File: src/design/i2cm_pkg.sv
package i2cm_pkg;

  // Register byte offsets
  localparam logic [11:0] OFF_REV_LO   = 12'h000;
  localparam logic [11:0] OFF_REV_HI   = 12'h004;
  localparam logic [11:0] OFF_SYSC     = 12'h010;
  localparam logic [11:0] OFF_IRQ_RAW  = 12'h024;
  localparam logic [11:0] OFF_IRQ_STAT = 12'h028;
  localparam logic [11:0] OFF_IEN_SET  = 12'h02c;
  localparam logic [11:0] OFF_IEN_CLR  = 12'h030;
  localparam logic [11:0] OFF_WAKE     = 12'h034;
  localparam logic [11:0] OFF_SYSS     = 12'h090;
  localparam logic [11:0] OFF_BUF      = 12'h094;
  localparam logic [11:0] OFF_CNT      = 12'h098;
  localparam logic [11:0] OFF_DATA     = 12'h09c;
  localparam logic [11:0] OFF_CON      = 12'h0a4;
  localparam logic [11:0] OFF_OA       = 12'h0a8;
  localparam logic [11:0] OFF_SA       = 12'h0ac;
  localparam logic [11:0] OFF_PSC      = 12'h0b0;
  localparam logic [11:0] OFF_SCLL     = 12'h0b4;
  localparam logic [11:0] OFF_SCLH     = 12'h0b8;
  localparam logic [11:0] OFF_SYSTEST  = 12'h0bc;
  localparam logic [11:0] OFF_BUFSTAT  = 12'h0c0;

  // Fixed read values
  localparam logic [15:0] REV_LO_VAL  = 16'h0002;
  localparam logic [15:0] REV_HI_VAL  = 16'h5040;
  localparam logic [15:0] SYSS_VAL    = 16'h0001;
  localparam logic [15:0] BUFSTAT_VAL = 16'h8000;

  // Write masks
  localparam logic [15:0] SYSC_WMASK = ~16'h0002;
  localparam logic [15:0] BUF_WMASK  = ~16'h4040;

  // Status bits
  localparam logic [15:0] ST_AL   = 16'h0001;
  localparam logic [15:0] ST_NACK = 16'h0002;
  localparam logic [15:0] ST_ARDY = 16'h0004;
  localparam logic [15:0] ST_RRDY = 16'h0008;
  localparam logic [15:0] ST_XRDY = 16'h0010;
  localparam logic [15:0] ST_BF   = 16'h0100;
  localparam logic [15:0] ST_BB   = 16'h1000;

  // Control bit positions
  localparam int CT_STT = 0;
  localparam int CT_STP = 1;
  localparam int CT_XSA = 8;
  localparam int CT_TRX = 9;
  localparam int CT_MST = 10;
  localparam int CT_EN  = 15;

  typedef enum logic {
    CMD_READ  = 1'b0,
    CMD_WRITE = 1'b1
  } cmd_t;

  typedef struct packed {
    cmd_t        command;
    logic [11:0] reg_offset;
    logic [15:0] write_data;
    logic        partner_nack;
    logic [7:0]  rx_byte;
  } req_t;

  typedef struct packed {
    logic [15:0] read_data;
    logic        irq_line;
    logic        start_issued;
    logic [6:0]  target_address;
    logic        start_is_read;
    logic        byte_sent;
    logic [7:0]  tx_byte;
    logic        byte_fetched;
    logic        stop_issued;
  } rsp_t;

  typedef struct packed {
    logic [15:0] sys_config;
    logic [15:0] latched_status;
    logic [15:0] irq_enable_mask;
    logic [15:0] wakeup_enable;
    logic [15:0] buffer_config;
    logic [15:0] byte_count_setting;
    logic [7:0]  data_byte;
    logic [15:0] control_word;
    logic [15:0] own_address;
    logic [9:0]  target_slave_address;
    logic [7:0]  prescaler;
    logic [7:0]  scl_low_time;
    logic [7:0]  scl_high_time;
    logic [15:0] system_test;
    logic        bus_busy;
    logic        receiving;
    logic [15:0] bytes_remaining;
  } regs_t;

  // Latched bits merged with the live bus bits
  function automatic logic [15:0] live_status(input regs_t s);
    logic [15:0] st;
    st = s.latched_status;
    if (s.bus_busy) begin
      st = st | ST_BB;
      if (s.bytes_remaining != 16'd0) begin
        st = st | (s.receiving ? ST_RRDY : ST_XRDY);
      end
    end else begin
      st = st | ST_BF;
    end
    return st;
  endfunction

endpackage

File: src/design/i2cm_core.sv
module i2cm_core import i2cm_pkg::*; (
  input  regs_t st,
  input  req_t  req,
  output regs_t st_nxt,
  output rsp_t  rsp
);

  regs_t       s;
  rsp_t        r;
  logic        fin;
  logic        rd_dir;
  logic [15:0] wd;

  assign wd = req.write_data;

  // Register access decode and state update for one item
  always_comb begin
    s      = st;
    r      = '0;
    fin    = 1'b0;
    rd_dir = ~wd[CT_TRX];

    if (req.command == CMD_WRITE) begin
      case (req.reg_offset)
        OFF_SYSC:     s.sys_config = wd & SYSC_WMASK;
        OFF_IRQ_RAW:  s.latched_status = st.latched_status | wd;
        OFF_IRQ_STAT: s.latched_status = st.latched_status & ~wd;
        OFF_IEN_SET:  s.irq_enable_mask = st.irq_enable_mask | wd;
        OFF_IEN_CLR:  s.irq_enable_mask = st.irq_enable_mask & ~wd;
        OFF_WAKE:     s.wakeup_enable = wd;
        OFF_BUF:      s.buffer_config = wd & BUF_WMASK;
        OFF_CNT:      s.byte_count_setting = wd;
        OFF_DATA: begin
          // transmit one byte while a send is open
          if (st.bus_busy && !st.receiving && st.bytes_remaining != 16'd0) begin
            r.byte_sent       = 1'b1;
            r.tx_byte         = wd[7:0];
            s.bytes_remaining = st.bytes_remaining - 16'd1;
            fin               = (st.bytes_remaining == 16'd1);
          end
        end
        OFF_CON: begin
          s.control_word = wd;
          if (!wd[CT_EN]) begin
            // module disabled: abort any transfer
            r.stop_issued     = st.bus_busy;
            s.bus_busy        = 1'b0;
            s.bytes_remaining = 16'd0;
            s.latched_status  = 16'd0;
          end else if (wd[CT_STT]) begin
            s.control_word[CT_STT] = 1'b0;
            if (wd[CT_MST] && !wd[CT_XSA]) begin
              r.start_issued   = 1'b1;
              r.target_address = st.target_slave_address[6:0];
              r.start_is_read  = rd_dir;
              if (req.partner_nack) begin
                s.latched_status       = st.latched_status | ST_NACK | ST_ARDY;
                s.bus_busy             = 1'b0;
                s.control_word[CT_STP] = 1'b0;
              end else begin
                s.bus_busy        = 1'b1;
                s.receiving       = rd_dir;
                s.bytes_remaining = st.byte_count_setting;
                if (rd_dir && st.byte_count_setting != 16'd0) begin
                  s.data_byte    = req.rx_byte;
                  r.byte_fetched = 1'b1;
                end
              end
            end
          end
        end
        OFF_OA:      s.own_address = wd;
        OFF_SA:      s.target_slave_address = wd[9:0];
        OFF_PSC:     s.prescaler = wd[7:0];
        OFF_SCLL:    s.scl_low_time = wd[7:0];
        OFF_SCLH:    s.scl_high_time = wd[7:0];
        OFF_SYSTEST: s.system_test = wd;
        default: ;
      endcase
    end else begin
      case (req.reg_offset)
        OFF_REV_LO:   r.read_data = REV_LO_VAL;
        OFF_REV_HI:   r.read_data = REV_HI_VAL;
        OFF_SYSC:     r.read_data = st.sys_config;
        OFF_IRQ_RAW:  r.read_data = live_status(st);
        OFF_IRQ_STAT: r.read_data = live_status(st);
        OFF_IEN_SET:  r.read_data = st.irq_enable_mask;
        OFF_IEN_CLR:  r.read_data = st.irq_enable_mask;
        OFF_WAKE:     r.read_data = st.wakeup_enable;
        OFF_SYSS:     r.read_data = SYSS_VAL;
        OFF_BUF:      r.read_data = st.buffer_config;
        OFF_CNT:      r.read_data = st.bus_busy ? st.bytes_remaining
                                                : st.byte_count_setting;
        OFF_DATA: begin
          r.read_data = {8'd0, st.data_byte};
          // receive: count down, then fetch next byte or finish
          if (st.bus_busy && st.receiving && st.bytes_remaining != 16'd0) begin
            s.bytes_remaining = st.bytes_remaining - 16'd1;
            if (st.bytes_remaining != 16'd1) begin
              s.data_byte    = req.rx_byte;
              r.byte_fetched = 1'b1;
            end else begin
              fin = 1'b1;
            end
          end
        end
        OFF_CON:     r.read_data = st.control_word;
        OFF_OA:      r.read_data = st.own_address;
        OFF_SA:      r.read_data = {6'd0, st.target_slave_address};
        OFF_PSC:     r.read_data = {8'd0, st.prescaler};
        OFF_SCLL:    r.read_data = {8'd0, st.scl_low_time};
        OFF_SCLH:    r.read_data = {8'd0, st.scl_high_time};
        OFF_SYSTEST: r.read_data = st.system_test;
        OFF_BUFSTAT: r.read_data = BUFSTAT_VAL;
        default:     r.read_data = 16'd0;
      endcase
    end

    // transfer completion
    if (fin) begin
      s.latched_status       = s.latched_status | ST_ARDY;
      s.control_word[CT_MST] = 1'b0;
      if (s.control_word[CT_STP]) begin
        r.stop_issued          = 1'b1;
        s.control_word[CT_STP] = 1'b0;
        s.bus_busy             = 1'b0;
      end
    end

    r.irq_line = ((live_status(s) & s.irq_enable_mask) != 16'd0);
  end

  assign st_nxt = s;
  assign rsp    = r;

endmodule

File: config.mk
export PLATFORM = sky130hd
export DESIGN_NAME = i2cm_core
export DESIGN_NICKNAME = d
export VERILOG_FILES = /design/src/design/i2cm_pkg.sv /design/src/design/i2cm_core.sv
export SDC_FILE = /design/constraint.sdc
export NUM_CORES = 1
export LEC_CHECK = 0
export BUFFER_PORTS_ARGS = -buffer_cell sky130_fd_sc_hd__buf_2
export CAP_MARGIN = 20
export CORE_AREA = 2 2 189 191
export DETAILED_ROUTE_END_ITERATION = 7
export DIE_AREA = 0 0 191 193
export SYNTH_ARGS = -nofsm -noshare
export SYNTH_HDL_FRONTEND = slang
export SYNTH_SLANG_ARGS = --single-unit
File: constraint.sdc
create_clock -name vclk -period 4.9
set_clock_uncertainty 0.05 [all_clocks]
set_input_delay 0.49 -clock vclk [all_inputs]
set_output_delay 0.49 -clock vclk [all_outputs]
set_load 0.02 [all_outputs]
==> flow_summary_export.csv, run 1 <==
group,metric,value,unit
worst_setup_path,crit_buf_inv,4,
synthesis,synth_largest_area_cell,"mux2_2",
pwr,ir_worst_vdd,0.0465,mV
detailed_routing,drc,0,
detailed_routing,wl_per_cell,30.5,um
global_routing,grt_max_degree,43,
synthesis,synth-adder-area-share,0.631,%
placed_design,place_congestion,1.02,
worst_setup_path,required,4.36,ns
placed_design,place_inst,1797,
clock_network,postCtsSetupBuffers,0,
timing,fin_hold_ws,1.25,ns
worst_setup_path,crit_top_cell,"buf_2",
placed_design,dp_hpwl,44300,um
layout,final_cell_count_no_fill,1800,
synthesis,synth_area,0.00595,mm^2
synthesis,yosys.area_share.simple,25.9,%
synthesis,synthXorXnorAreaFrac,3.68,%
synthesis,synth_warnings,0,
die,fp.dieArea,0.0369,mm^2
worst_setup_path,crit_path_max_fanout,6,
layout,area_growth,55.3,%
worst_setup_path,cp.arrival,4.17,ns
die,core_area,0.0350,mm^2
worst_setup_path,max_stage_delay,0.54,ns
job,drv_cap,0,
layout,nFillCells,3924,
layout,layout_common_cells,"buf_2 (483), mux2_2 (144), nand2_1 (94), o21ai_0 (94), nor2_1 (70)",
synthesis,synth_area_leaders,"mux2_2 (27%), o21ai_0 (7.9%), nand2_1 (5.9%)",
detailed_routing,finalWirelength,54900,um
placed_design,io_buffers,483,
synthesis,syn_nets,1114,
global_routing,first_global_vias,9578,
layout,drive_gt1_share,54.0,%
synthesis,ys_types,74,
layout,nClkBuffers,0,
die,ios,483,
timing,slew_headroom,29.8,%
die,fp.dieH,193,um
die,initial_core_util,17.0,%
layout,multiInputGateArea,0.00564,mm^2
worst_setup_path,end_kind,"output port",
synthesis,synth_cells,869,
detailed_routing,viasPerCell,5.66,
timing,period_share,96.2,%
worst_setup_path,startpoint_type,"primary input",
pwr,p_per_area,74.5,mW/mm^2
layout,seq_cell_count,0,
die,die_x,191,um
timing,fin_ws,0.188,ns
timing,final.min_clock_period,4.71,ns
layout,final_common_cell,"buf_2",
detailed_routing,postRouteAntennaNets,0,
timing,slew_violations,0,
die,num_rows,69,
global_routing,overflow,0,
timing,worst_pin_slew,1.05,ns
timing,finalSetupViolations,0,
detailed_routing,drtIter0Drc,945,
global_routing,gr-usage-all-layers,27.5,%
clock_network,cts_hold_buf,0,
global_routing,antenna_found_initial,7,
worst_setup_path,critical_path_class,"primary input to output port",
synthesis,synth_compound_area_share,30.9,%
pwr,p_leak,4.14,nW
timing,fmax,212,MHz
worst_setup_path,critPathTopFamily,"simple AND/OR/NAND/NOR gates",
outcome,status,"finished, final reports clean",
synthesis,yosysTopAreaCellShare,27.3,%
synthesis,syn_avg_cell_area,6.84,um^2
worst_setup_path,crit_slowest_cell,"or4b_1",
global_routing,grt_pass1_wl,71600,um
layout,final_util,26.4,%
placed_design,place_ws,-0.322,ns
detailed_routing,dr.pass1.iters,8,
hold_path,worst_hold_path_type,"primary input to output port",
synthesis,synthMuxAreaShare,32.5,%
pwr,total_power,0.688,mW
layout,ff_latch_area,0,um^2
detailed_routing,vias,10200,
timing,rsz0062_at_grt,"no",
synthesis,ys_seq_area_share,0,%
timing,hold_viol,0,
synthesis,synth_top_family_by_area,"multiplexers",
worst_setup_path,crit_path_cell_trace,"buf_2 > inv_1 > ha_2 > or3b_2 > or4_4 > o31a_1 > o21ai_1 > a22oi_1 > or4_1 > or4b_1 > nor4_4 > buf_4 > o311ai_1 > buf_2",
layout,fin_nets,1583,
[where the power goes]
| group | switching, mW | internal, mW |
|---|---|---|
| Combinational | 0.443 | 0.246 |
| Sequential | 0 | 0 |
| Clock | 0 | 0.0000000820 |
[worst paths after layout]
kind                 endpoint  cells past startpoint   start
setup / recovery      rsp[20]                     14   st[1]
hold / removal    st_nxt[102]                      4  req[2]
[stage by stage]
stage          setup TNS (ns)  instance area [um^2]
2_1_floorplan               0                  5950
3_3_place_gp           -0.267                  9170
3_5_place_dp           -0.322                  9200
4_1_cts                     0                  9220
5_1_grt                     0                  9230
6_report                    0                  9230
[kinds of logic after synthesis]
logic type	count (synthesis)
AND/OR/NAND/NOR	302
AO/OA/AOI/OAI	269
multiplexers	175
buffers and inverters	95
XOR/XNOR	25
adder cells (fa/ha/maj)	3
[repair_timing]
action	in CTS	in global routing
resized for setup	2	3
pin swaps	1	0
cloned	0	0
setup endpoints to repair	1	1
[cells in the mapped netlist, drive strengths merged (16+ instances only)]
master  instances
nor3           18
o21ai          96
a21oi          32
nor2           73
a31oi          18
nand2          94
clkbuf         65
xnor2          16
nor4           19
buf            18
mux2i          31
a221oi         28
mux2          144
[final cells by class]
class	count	area share, %
Antenna cell	3	0.0813
Inverter	12	0.488
Multi-Input combinational cell	774	61.1
Tap cell	461	6.25
Timing Repair Buffer	550	32.1
[layer usage]
| layer | vias to the layer above | part of all wire [%] | track usage [%] | routed length, um |
|---|---|---|---|---|
| li1 | 4326 | - | - | - |
| met1 | 4878 | 39 | 33.4 | 21200 |
| met2 | 852 | 46 | 45.8 | 25000 |
| met3 | 130 | 11 | 7.66 | 6220 |
| met4 | 2 | 4.5 | 11.3 | 2440 |
| met5 | - | 0.024 | 0 | 13 |
Note: power is estimated with default switching activity, not from simulation.
==> inputs of run 2 (changes only) <==
--- a/config.mk
+++ b/config.mk
@@ -9,5 +9,5 @@
 export CAP_MARGIN = 20
-export CORE_AREA = 2 2 189 191
+export CORE_AREA = 2 2 187 189
 export DETAILED_ROUTE_END_ITERATION = 7
-export DIE_AREA = 0 0 191 193
+export DIE_AREA = 0 0 189 191
 export SYNTH_ARGS = -nofsm -noshare
==> constraint.sdc (replaced) <==
create_clock -name vclk -period 3.89
set_clock_uncertainty 0.05 [all_clocks]
set_input_delay 0.389 -clock vclk [all_inputs]
set_output_delay 0.389 -clock vclk [all_outputs]
set_load 0.01 [all_outputs]
==> run 2 against run 1 <==
Routed wire length rose by 0.86%; core utilization rose by 3.7 points; design area rose by 11%; the flow now finishes with violations (setup timing); sequential cell count did not move; clock-buffer cell count did not move; first-iteration DRC count rose by 23%; largest power group unchanged; critical path depth rose by 1; combinational power rose by 24%; total power rose by 24%.
==> flow_summary_export.csv, run 2 (synthesis results as in run 1) <==
group,metric,value,unit
timing,worst_pin_slew,0.753,ns
layout,area_growth,72.9,%
outcome,violations,"setup timing",
placed_design,dp_hpwl,46400,um
global_routing,use_met1,36.9,%
placed_design,io_buffers,483,
layout,final_cell_count_no_fill,1928,
layout,drive_gt1_share,58.6,%
worst_setup_path,critical_path_class,"primary input to output port",
worst_setup_path,required,3.45,ns
timing,finalSetupViolations,1,
global_routing,use_met3,4.17,%
global_routing,gr-usage-all-layers,28.7,%
worst_setup_path,crit_path_max_fanout,10,
die,ios,483,
clock_network,cts_hold_buf,0,
worst_setup_path,cp.arrival,3.66,ns
clock_network,postCtsSetupBuffers,0,
timing,slew_violations,0,
worst_setup_path,end_kind,"output port",
timing,rsz0062_at_grt,"yes",
layout,seq_cell_count,0,
global_routing,grt_pass1_wl,74600,um
detailed_routing,finalWirelength,55400,um
die,initial_core_util,17.4,%
timing,fmax,244,MHz
pwr,p_per_area,82.9,mW/mm^2
global_routing,grt_max_degree,27,
global_routing,grtUsageMet2,48.6,%
die,fp.dieH,191,um
global_routing,busiest_layer,"met2",
layout,final_util,30.1,%
global_routing,antenna_found_initial,2,
die,core_area,0.0341,mm^2
layout,nFillCells,3838,
worst_setup_path,startpoint_type,"primary input",
detailed_routing,drc,0,
timing,hold_viol,0,
detailed_routing,viasPerCell,5.44,
hold_path,holdPathEnd,"st_nxt[101]",
pwr,ir_worst_vdd,0.0648,mV
die,num_rows,68,
global_routing,first_global_vias,10200,
timing,slew_headroom,49.8,%
layout,fin_nets,1717,
layout,nClkBuffers,0,
global_routing,overflow,0,
die,fp.dieArea,0.0361,mm^2
layout,ff_latch_area,0,um^2
placed_design,place_congestion,1.01,
detailed_routing,vias,10500,
detailed_routing,dr.pass1.iters,8,
timing,fin_ws,-0.206,ns
layout,layout_common_cells,"buf_2 (483), buf_4 (195), mux2_2 (144), o21ai_0 (94), nand2_1 (93)",
timing,period_share,105,%
timing,final.min_clock_period,4.10,ns
detailed_routing,postRouteAntennaNets,0,
hold_path,hp-start,"req[1]",
layout,final_common_cell,"buf_2",
detailed_routing,wl_per_cell,28.7,um
outcome,status,"finished, violations left",
hold_path,worst_hold_path_type,"primary input to output port",
die,die_x,189,um
detailed_routing,drtIter0Drc,1159,
placed_design,place_inst,1925,
hold_path,whs_path_depth,4,
job,drv_cap,0,
pwr,p_leak,4.80,nW
run 2: layout make-up:
| cell class | count | area (um^2) | area share [%] |
|---|---|---|---|
| inverter | 12 | 45.0 | 0.438 |
| antenna | 3 | 7.51 | 0.0730 |
| multi-input combinational | 774 | 5660 | 55.0 |
| timing repair buffer | 684 | 4000 | 38.9 |
| tap | 455 | 569 | 5.54 |
run 2: power by group:
part / total, mW / internal [mW] / leakage [nW] / switching, mW
clock: 0.000000104 / 0.000000104 / 0.0000190 / 0
sequential: 0 / 0 / 0 / 0
combinational: 0.852 / 0.365 / 4.80 / 0.487
total: 0.852 / 0.365 / 4.80 / 0.487
run 2: worst max-delay path by stage:
stage / startpoint / end / slack, ns
final: st[0] / rsp[20] / -0.21
after global routing: st[1] / rsp[20] / -0.32
after global placement: st[1] / rsp[20] / -0.31
after detailed placement: st[1] / rsp[20] / -0.33
after floorplan: req[28] / rsp[20] / 0.02
after CTS: st[1] / rsp[20] / -0.21
run 2: stage by stage:
step | hold WS (ns) | cell area [um^2] | worst slack (ns) | total power [mW] | TNS (ns)
after floorplan | 0.839 | 5960 | 0.0187 | 0.327 | 0
after global routing | 1.02 | 10300 | -0.317 | 0.897 | -0.317
final | 1.00 | 10300 | -0.206 | 0.852 | -0.206
after detailed placement | 1.00 | 10200 | -0.331 | 0.833 | -0.331
after global placement | 1.00 | 10200 | -0.311 | 0.831 | -0.311
after CTS | 1.01 | 10300 | -0.214 | 0.839 | -0.214
run 2: layer usage:
metal,vias up,routed length [um]
met5,-,0
met4,0,2320
met3,102,5000
met2,765,25800
met1,5030,22300
li1,4594,-
run 2: timing repair:
item,CTS,global route
gates resized for setup,5,4
setup endpoints to repair,1,4
pin swaps,1,0
run 2: critical path, stage by stage:
cell	delay, ns
buf_2	0.10
inv_2	0.05
ha_1	0.20
nor4b_1	0.15
and4_2	0.32
buf_4	0.16
o31a_1	0.27
o21ai_0	0.22
a22oi_1	0.15
or4_1	0.54
or4b_4	0.50
nor4_2	0.15
buf_4	0.17
o311ai_2	0.10
buf_2	0.17
